`src/design/hpd_pkg.sv`:
```
package hpd_pkg;

  // packet geometry
  localparam int unsigned MaxPacketChars = 4096;
  localparam int unsigned PosW           = $clog2(MaxPacketChars + 1);
  localparam int unsigned MinPacketChars = 12;
  localparam int unsigned DelayDepth     = 4;
  localparam int unsigned PrefixChars    = 2;
  localparam int unsigned HeaderChars    = 8;

  localparam logic [7:0] CharPrefix = 8'h61;  // 'a'
  localparam logic [7:0] CharZero   = 8'h30;  // '0'

  typedef enum logic [2:0] {
    StatusOk       = 3'd0,
    StatusShort    = 3'd1,
    StatusChecksum = 3'd2,
    StatusDigit    = 3'd3,
    StatusTooLong  = 3'd4
  } status_e;

  typedef struct packed {
    logic       ok;
    logic [3:0] nib;
  } hex_digit_t;

  typedef struct packed {
    logic [7:0] data_byte;
    logic       data_valid;
    logic       packet_done;
    logic [7:0] sender_id;
    logic [7:0] receiver_id;
    logic [7:0] header_code;
    status_e    status;
  } result_t;

  // ascii hex digit to nibble, any case
  function automatic hex_digit_t hex_value(input logic [7:0] c);
    hex_digit_t r;
    r.ok  = 1'b1;
    r.nib = 4'd0;
    if (c >= 8'h30 && c <= 8'h39) begin
      r.nib = c[3:0];
    end else if ((c >= 8'h61 && c <= 8'h66) || (c >= 8'h41 && c <= 8'h46)) begin
      r.nib = c[3:0] + 4'd9;
    end else begin
      r.ok = 1'b0;
    end
    return r;
  endfunction

  // nibble to lowercase ascii hex
  function automatic logic [7:0] hex_char(input logic [3:0] v);
    logic [7:0] r;
    if (v < 4'd10) begin
      r = 8'h30 + {4'd0, v};
    end else begin
      r = 8'h57 + {4'd0, v};
    end
    return r;
  endfunction

endpackage

```
`src/design/hpd_if.sv`:
```
interface hpd_in_if;
  logic       valid;
  logic       ready;
  logic [7:0] char_in;
  logic       last_char;

  modport source (output valid, output char_in, output last_char, input ready);
  modport sink   (input valid, input char_in, input last_char, output ready);
endinterface

interface hpd_out_if;
  logic                valid;
  logic                ready;
  logic [7:0]          data_byte;
  logic                data_valid;
  logic                packet_done;
  logic [7:0]          sender_id;
  logic [7:0]          receiver_id;
  logic [7:0]          header_code;
  hpd_pkg::status_e    status;

  modport source (
    output valid, output data_byte, output data_valid, output packet_done,
    output sender_id, output receiver_id, output header_code, output status,
    input ready
  );
  modport sink (
    input valid, input data_byte, input data_valid, input packet_done,
    input sender_id, input receiver_id, input header_code, input status,
    output ready
  );
endinterface

```
`src/design/hex_packet_deframer.sv`:
```
// ascii hex packet deframer: takes one character per request, last_char on the
// final one, and decodes "aa", sender, receiver and header hex pairs, then data
// pairs, with a trailing "00xx" additive checksum. every character is judged
// four characters late, so a data byte is put in the result register by the request
// that pushes its second digit out of the delay line; a byte may thus go out before
// the checksum is known and must be dropped downstream when the closing status
// is not ok. the closing request yields one result with packet_done, the three
// fields (zero unless ok) and the status. throughput is one character per
// cycle, each result passing through the result register; the input is
// only held off while a result sits in that register and the sink is stalled.
// characters after the first MaxPacketChars are counted as overflow only.
module hex_packet_deframer (
  input  logic clk_i,
  input  logic rst_ni,
  hpd_in_if.sink    in_i,
  hpd_out_if.source out_o
);

  localparam int unsigned PosW = hpd_pkg::PosW;

  // packet state
  logic [PosW-1:0] pos_q, pos_d;
  logic [7:0]      delay_q [hpd_pkg::DelayDepth];
  logic [7:0]      delay_d [hpd_pkg::DelayDepth];
  logic [7:0]      sum_q, sum_d;
  logic [3:0]      hi_q, hi_d;
  logic [7:0]      field_q [3];
  logic [7:0]      field_d [3];
  logic            prefix_ok_q, prefix_ok_d;
  logic            digit_bad_q, digit_bad_d;
  logic            ovf_q, ovf_d;

  // result register
  logic              out_valid_q;
  hpd_pkg::result_t  res_q, res_d;
  logic              res_present;

  logic              in_fire;

  // step decode
  logic                  pos_ovf;
  logic                  body;
  logic                  is_digit;
  logic [PosW-1:0]       q;
  logic [7:0]            b;
  hpd_pkg::hex_digit_t   hd;
  logic [7:0]            value;
  logic                  emit;
  logic                  too_short;
  hpd_pkg::status_e      status;

  // a new character goes in whenever the result register is free or draining
  assign in_i.ready = !out_valid_q || out_o.ready;
  assign in_fire    = in_i.valid && in_i.ready;

  always_comb begin
    pos_ovf  = pos_q >= PosW'(hpd_pkg::MaxPacketChars);
    body     = !pos_ovf && (pos_q >= PosW'(hpd_pkg::DelayDepth));
    q        = pos_q - PosW'(hpd_pkg::DelayDepth);
    b        = delay_q[0];
    hd       = hpd_pkg::hex_value(b);
    is_digit = body && (q >= PosW'(hpd_pkg::PrefixChars));
    value    = {hi_q, hd.nib};
    emit     = is_digit && q[0] && (q >= PosW'(hpd_pkg::HeaderChars));

    // next state, before the end-of-packet clear
    sum_d       = body ? sum_q + b : sum_q;
    prefix_ok_d = prefix_ok_q &&
                  !(body && (q < PosW'(hpd_pkg::PrefixChars)) && (b != hpd_pkg::CharPrefix));
    digit_bad_d = digit_bad_q || (is_digit && !hd.ok);
    hi_d        = (is_digit && !q[0]) ? hd.nib : hi_q;
    field_d     = field_q;
    if (is_digit && q[0] && (q < PosW'(hpd_pkg::HeaderChars))) begin
      // odd digit positions 3, 5, 7 fill sender, receiver, header
      field_d[q[2:1] - 2'd1] = value;
    end
    ovf_d = ovf_q || pos_ovf;
    pos_d = pos_ovf ? pos_q : pos_q + PosW'(1);
    for (int i = 0; i < hpd_pkg::DelayDepth - 1; i++) begin
      delay_d[i] = delay_q[i+1];
    end
    delay_d[hpd_pkg::DelayDepth-1] = in_i.char_in;

    // closing status, priority short/prefix, too long, checksum, digit
    too_short = !ovf_d && (pos_q < PosW'(hpd_pkg::MinPacketChars - 1));
    if (too_short || !prefix_ok_d) begin
      status = hpd_pkg::StatusShort;
    end else if (ovf_d) begin
      status = hpd_pkg::StatusTooLong;
    end else if (delay_d[0] != hpd_pkg::CharZero || delay_d[1] != hpd_pkg::CharZero ||
                 delay_d[2] != hpd_pkg::hex_char(sum_d[7:4]) ||
                 delay_d[3] != hpd_pkg::hex_char(sum_d[3:0])) begin
      status = hpd_pkg::StatusChecksum;
    end else if (digit_bad_d) begin
      status = hpd_pkg::StatusDigit;
    end else begin
      status = hpd_pkg::StatusOk;
    end

    res_present       = emit || in_i.last_char;
    res_d.data_byte   = emit ? value : 8'd0;
    res_d.data_valid  = emit;
    res_d.packet_done = in_i.last_char;
    res_d.status      = in_i.last_char ? status : hpd_pkg::StatusOk;
    if (in_i.last_char && status == hpd_pkg::StatusOk) begin
      res_d.sender_id   = field_d[0];
      res_d.receiver_id = field_d[1];
      res_d.header_code = field_d[2];
    end else begin
      res_d.sender_id   = 8'd0;
      res_d.receiver_id = 8'd0;
      res_d.header_code = 8'd0;
    end
  end

  // packet state: cleared after every closing character
  always_ff @(posedge clk_i or negedge rst_ni) begin
    if (!rst_ni) begin
      pos_q       <= '0;
      sum_q       <= '0;
      hi_q        <= '0;
      prefix_ok_q <= 1'b1;
      digit_bad_q <= 1'b0;
      ovf_q       <= 1'b0;
      for (int i = 0; i < hpd_pkg::DelayDepth; i++) delay_q[i] <= '0;
      for (int i = 0; i < 3; i++) field_q[i] <= '0;
    end else if (in_fire) begin
      if (in_i.last_char) begin
        pos_q       <= '0;
        sum_q       <= '0;
        hi_q        <= '0;
        prefix_ok_q <= 1'b1;
        digit_bad_q <= 1'b0;
        ovf_q       <= 1'b0;
        for (int i = 0; i < hpd_pkg::DelayDepth; i++) delay_q[i] <= '0;
        for (int i = 0; i < 3; i++) field_q[i] <= '0;
      end else begin
        pos_q       <= pos_d;
        sum_q       <= sum_d;
        hi_q        <= hi_d;
        prefix_ok_q <= prefix_ok_d;
        digit_bad_q <= digit_bad_d;
        ovf_q       <= ovf_d;
        delay_q     <= delay_d;
        field_q     <= field_d;
      end
    end
  end

  // result register
  always_ff @(posedge clk_i or negedge rst_ni) begin
    if (!rst_ni) begin
      out_valid_q <= 1'b0;
    end else if (in_fire) begin
      out_valid_q <= res_present;
    end else if (out_o.ready) begin
      out_valid_q <= 1'b0;
    end
  end

  always_ff @(posedge clk_i) begin
    if (in_fire) begin
      res_q <= res_d;
    end
  end

  assign out_o.valid       = out_valid_q;
  assign out_o.data_byte   = res_q.data_byte;
  assign out_o.data_valid  = res_q.data_valid;
  assign out_o.packet_done = res_q.packet_done;
  assign out_o.sender_id   = res_q.sender_id;
  assign out_o.receiver_id = res_q.receiver_id;
  assign out_o.header_code = res_q.header_code;
  assign out_o.status      = res_q.status;

  // checks
  a_clear_after_last: assert property (@(posedge clk_i) disable iff (!rst_ni)
    in_fire && in_i.last_char |=> pos_q == '0 && sum_q == '0 && prefix_ok_q)
    else $error("packet state not cleared after last character");

  a_pos_bounded: assert property (@(posedge clk_i) disable iff (!rst_ni)
    pos_q <= PosW'(hpd_pkg::MaxPacketChars))
    else $error("character position past packet limit");

  a_result_has_content: assert property (@(posedge clk_i) disable iff (!rst_ni)
    out_o.valid |-> out_o.data_valid || out_o.packet_done)
    else $error("empty result presented");

  a_fields_only_ok: assert property (@(posedge clk_i) disable iff (!rst_ni)
    out_o.valid && out_o.status != hpd_pkg::StatusOk |->
      out_o.sender_id == 8'd0 && out_o.receiver_id == 8'd0 && out_o.header_code == 8'd0)
    else $error("fields reported on a failed packet");

endmodule
```
`src/flat_wrapper.sv`:
```
// flat-port wrapper written by rule: the top's interface ports become plain ports
module hex_packet_deframer_flat 
  (clk_i, rst_ni, in_i_valid, in_i_char_in, in_i_last_char, in_i_ready, out_o_valid, out_o_data_byte, out_o_data_valid, out_o_packet_done, out_o_sender_id, out_o_receiver_id, out_o_header_code, out_o_status, out_o_ready);
  hpd_in_if in_i_i ();
  hpd_out_if out_o_i ();
  input  logic clk_i;
  input  logic rst_ni;
  input wire logic [$bits(in_i_i.valid)-1:0] in_i_valid;
  input wire logic [$bits(in_i_i.char_in)-1:0] in_i_char_in;
  input wire logic [$bits(in_i_i.last_char)-1:0] in_i_last_char;
  output wire logic [$bits(in_i_i.ready)-1:0] in_i_ready;
  output wire logic [$bits(out_o_i.valid)-1:0] out_o_valid;
  output wire logic [$bits(out_o_i.data_byte)-1:0] out_o_data_byte;
  output wire logic [$bits(out_o_i.data_valid)-1:0] out_o_data_valid;
  output wire logic [$bits(out_o_i.packet_done)-1:0] out_o_packet_done;
  output wire logic [$bits(out_o_i.sender_id)-1:0] out_o_sender_id;
  output wire logic [$bits(out_o_i.receiver_id)-1:0] out_o_receiver_id;
  output wire logic [$bits(out_o_i.header_code)-1:0] out_o_header_code;
  output wire logic [$bits(out_o_i.status)-1:0] out_o_status;
  input wire logic [$bits(out_o_i.ready)-1:0] out_o_ready;
  assign in_i_i.valid = in_i_valid;
  assign in_i_i.char_in = in_i_char_in;
  assign in_i_i.last_char = in_i_last_char;
  assign in_i_ready = in_i_i.ready;
  assign out_o_valid = out_o_i.valid;
  assign out_o_data_byte = out_o_i.data_byte;
  assign out_o_data_valid = out_o_i.data_valid;
  assign out_o_packet_done = out_o_i.packet_done;
  assign out_o_sender_id = out_o_i.sender_id;
  assign out_o_receiver_id = out_o_i.receiver_id;
  assign out_o_header_code = out_o_i.header_code;
  assign out_o_status = out_o_i.status;
  assign out_o_i.ready = out_o_ready;
  hex_packet_deframer u_core (.clk_i(clk_i), .rst_ni(rst_ni), .in_i(in_i_i), .out_o(out_o_i));
endmodule
```
`config.mk`:
```
export PLATFORM = sky130hd
export DESIGN_NAME = hex_packet_deframer_flat
export DESIGN_NICKNAME = d
export VERILOG_FILES = /design/src/design/hpd_pkg.sv /design/src/design/hpd_if.sv /design/src/design/hex_packet_deframer.sv /design/src/flat_wrapper.sv
export SDC_FILE = /design/constraint.sdc
export NUM_CORES = 1
export LEC_CHECK = 0
export BUFFER_PORTS_ARGS = -buffer_cell sky130_fd_sc_hd__buf_2
export CAP_MARGIN = 10
export CORE_MARGIN = 2
export CORE_UTILIZATION = 65
export CTS_BUF_LIST = sky130_fd_sc_hd__clkbuf_8
export DETAILED_ROUTE_END_ITERATION = 8
export PLACE_DENSITY = 0.85
export SYNTH_ARGS = -nofsm -noshare
export SYNTH_HDL_FRONTEND = slang
export SYNTH_SLANG_ARGS = --single-unit
export TNS_END_PERCENT = 50
```
`constraint.sdc`:
```
create_clock -name clk_i -period 9.85 [get_ports clk_i]
set_input_delay 2.4625 -clock clk_i [delete_from_list [all_inputs] [get_ports clk_i]]
set_output_delay 2.4625 -clock clk_i [all_outputs]
set_load 0.02 [all_outputs]
```
==> metrics.md <==
| Metric | Value |
|---|---|
| Outcome | `finished clean` |
| I/O pin count | `52` |
| CP Max Fanout | `3` |
| Starting density of the core | `66.7%` |
| Endpoints failing hold | `0` |
| Slew HR | `roughly a quarter` |
| Reg2reg end | `u_core.out_o.status[1]$_SDFFCE_PN0P_` |
| Number of synthesized register bits | `around 120` |
| Combinational fraction of design power | `around 11%` |
| RSZ-0062 raised after global routing | `no` |
| Int Pwr | `between 800 and 900 µW` |
| Fillers | `roughly 720` |
| Fin Setup TNS | `0 ns` |
| Post-Synth Adder-Cell Area | `roughly 3.8%` |
| Net Switching | `~320 µW` |
| Switch share | `27.4%` |
| Reg-to-reg critical path startpoint | `u_core.pos_q[2]$_DFFE_PN0P_` |
| CTS sink cnt | `122` |
| Reg2reg path depth | `12` |
| DP Wirelength | `between 10000 and 15000 µm` |
| Number of synthesized flops with an enable pin | `37` |
| CTS Hold Bufs | `0` |
| Die area | `about 11000 µm²` |
| Floorplan row count | `37` |
| Post-synthesis sequential area ratio | `roughly 47%` |
| Final worst path period share | `approximately 54%` |
| Synth warn | `0` |
| Clk network pwr share | `about two fifths` |
| Mapped Area | `6860 µm²` |
| Vias in the first global route | `around 5.5k` |
| Routed Antenna Nets | `0` |
| Synth Instances | `730` |
| Ratio of cells with drive above 1 in the final layout | `between 10% and 20%` |
| Die span in x | `~110 µm` |
| Setup bufs post-CTS | `0` |
| Syn Nets | `roughly 760` |
| Util after Layout | `about three quarters` |
| Peak Freq | `roughly 190 MHz` |
| Pin count of the biggest net entering global routing | `103` |
| Setup violators final | `0` |
| Core area | `10300 µm²` |
| Final GP Congestion | `0.853` |
| Ys async rst share | `a little over two thirds` |
| CP Launch Type | `primary input` |
| Hold crit path type | `reg2reg` |
| Critical path launch point | `out_o_ready` |
| Worst EP required | `between 7 and 8 ns` |
| PostCTS Resize Cnt | `0` |
| DR vias/cell | `between 6 and 7` |
| Main combinational cell family by area after synthesis | `simple AND/OR/NAND/NOR gates` |
| Drt initial violations | `roughly 330` |
| CTS Root Buffer Type | `clkbuf_8` |
| Seq pwr share | `between 40% and 50%` |
| Vias | `5658` |
| Critical Path Sink | `in_i_ready` |
| Library cells used by synthesis | `74` |
| Grt ovf | `0` |
| Routed len/inst | `about 17 µm` |
| DRT Wirelength | `about 16000 µm` |
| Avg Inst Size Synth | `9.39 µm²` |
| Final Max Slew Viols | `0` |
| Initial antenna violation count | `0` |
| CP Class | `in2out` |
| TritonCTS clock tree | `built` |
| Post-route minimum period | `5.36 ns` |
| IO Port Bufs | `between 50 and 60` |
| NumNets Final | `slightly below 800` |
| Synth Area in Simple Gates | `a little under a quarter` |
| CTS Buffer Depth | `2` |
| Die height | `~110 µm` |
| Leakage power | `slightly above 0.003 µW` |
| First-pass GRT wire length | `between 20000 and 30000 µm` |
| N_diodes | `0` |
| Drt drc | `0` |
| Power density cells | `about 160 nW/µm²` |
| First-pass DRT Iterations | `5` |
| Worst hold path depth | `2` |
| XOR/XNOR Fraction of Synth Area | `1.53%` |
| Setup slack, reg-to-reg | `between 4 and 5 ns` |
| Crit path DAT | `roughly 2.9 ns` |
| Peak VDD IR | `0.000103 V` |
| Gr usage total | `between 20 and 30%` |
| Least-Margin Pin Slew | `between 1 and 1.5 ns` |
| Synth Flop Type | `dfrtp_1` |
| Max-cap violation count | `0` |
| Post-synthesis compound-gate area fraction | `19.1%` |
| Clk slew on worst S/H paths | `about 0.080 ns` |
| CTS buffer count | `17` |
| Clk_lat worst skew | `0.45 ns` |
| Mux cell area share after synthesis | `between 1 and 1.5%` |
| Crit end category | `output pin` |
| Area Overhead vs Synth | `10.3%` |
| H-tree depth | `4` |
| Clock Skew | `between 0.009 and 0.01 ns` |
==> cells in the mapped netlist (5+ instances only) <==
cell | count | share of area (%)
a31oi_1 | 23 | 2.1
buf_2 | 6 | 0.44
mux2i_1 | 7 | 1.0
nand3_1 | 13 | 0.95
nor2_1 | 27 | 1.5
nand2_1 | 124 | 6.8
o21ai_0 | 91 | 6.6
o31ai_1 | 8 | 0.88
dfrtp_1 | 84 | 31
inv_1 | 18 | 0.99
nor3b_1 | 5 | 0.55
nor3_1 | 16 | 1.2
and2_1 | 10 | 0.91
buf_1 | 5 | 0.27
xnor2_1 | 8 | 1.0
a21oi_1 | 53 | 3.9
nor3_2 | 20 | 2.9
ha_1 | 19 | 3.5
nand2b_1 | 6 | 0.55
edfxtp_1 | 37 | 16
clkbuf_1 | 29 | 1.6
nor2b_1 | 28 | 2.6
==> metrics by stage <==
stage,power (µW),instances,setup WS (ns),instance area [µm²],hold slack (ns)
finish,1190,908,4.49,7560,0.477
global route,1230,908,4.37,7560,0.498
detailed placement,708,876,4.48,7130,0.463
floorplan,665,730,4.69,6860,0.442
CTS,1190,908,4.48,7560,0.480
global placement,702,876,4.49,7130,0.455
==> cells in the final DEF (no fill, tap or decap), types with 5 or more instances in the layout <==
| master | n |
|---|---|
| nand2_1 | 123 |
| o21ai_0 | 91 |
| dfrtp_1 | 84 |
| a21oi_1 | 53 |
| buf_2 | 50 |
| edfxtp_1 | 37 |
| nor2b_1 | 28 |
| nor2_1 | 27 |
| a31oi_1 | 23 |
| nor3_2 | 20 |
| ha_1 | 19 |
| inv_1 | 17 |
| clkbuf_8 | 17 |
| nor3_1 | 16 |
| nand3_1 | 13 |
| and2_1 | 10 |
| o31ai_1 | 8 |
| xnor2_1 | 8 |
| mux2i_1 | 7 |
| nand2b_1 | 6 |
| buf_4 | 6 |
| nor3b_1 | 5 |
==> critical path, cell delays in order <==
cell and delay (ns):
buf_2 0.09, nand2b_1 0.17, buf_2 0.17
==> registers in the layout, indices dropped and copies added (netlist names), 3 cells and up <==
name and cells:
u_core.pos_q 13, u_core.hi_q 4, u_core.field_q 24, u_core.delay_d 24, u_core.out_o.status 3, u_core.sum_q 8, u_core.out_o.receiver_id 8, u_core.out_o.sender_id 8
u_core.out_o.header_code 8, u_core.b 8, u_core.out_o.data_byte 8
==> power by group through the flow <==
stage | registers [µW] | clock network (µW) | logic [µW]
6_report | 567 | 486 | 132
5_1_grt | 570 | 513 | 147
4_1_cts | 566 | 486 | 132
3_5_place_dp | 576 | 0 | 132
3_3_place_gp | 575 | 0 | 127
2_1_floorplan | 579 | 0 | 86.6
==> layout make-up <==
| type | instances | area, µm² | area share, % |
|---|---|---|---|
| Clock inverter | 15 | 195 | 2.58 |
| Clock buffer | 17 | 234 | 3.09 |
| Timing Repair Buffer | 56 | 295 | 3.91 |
| Sequential cell | 122 | 3240 | 42.8 |
| Multi-Input combinational cell | 544 | 3360 | 44.4 |
| Inverter | 18 | 67.6 | 0.894 |
| Tap cell | 136 | 170 | 2.25 |
==> how the worst min path moves through the flow <==
stage	from	endpoint	slack, ns
floorplan	u_core.field_q[0]$_DFFE_PN0P_	u_core.field_q[0]$_DFFE_PN0P_	0.44
global placement	u_core.field_q[11]$_DFFE_PN0P_	u_core.field_q[11]$_DFFE_PN0P_	0.45
detailed placement	u_core.field_q[8]$_DFFE_PN0P_	u_core.field_q[8]$_DFFE_PN0P_	0.46
CTS	u_core.field_q[8]$_DFFE_PN0P_	u_core.field_q[8]$_DFFE_PN0P_	0.48
global route	u_core.field_q[12]$_DFFE_PN0P_	u_core.field_q[12]$_DFFE_PN0P_	0.50
finish	u_core.field_q[12]$_DFFE_PN0P_	u_core.field_q[12]$_DFFE_PN0P_	0.48
==> metal layers <==
metal	GRT usage, %	share of wire [%]
met2	46.5	49
met1	37.6	42
met4	14.6	3.0
met3	5.90	5.7
met5	0	0
==> cells by family after synthesis <==
kind of cell               Yosys count
AOI/OAI and AO/OA                  217
adders and majority gates           20
buffers and inverters               64
DFF                                122
and+or+nand+nor                    287
xor gates and xnor gates            12
muxes                                8
Note: power is estimated with default switching activity, not from simulation.
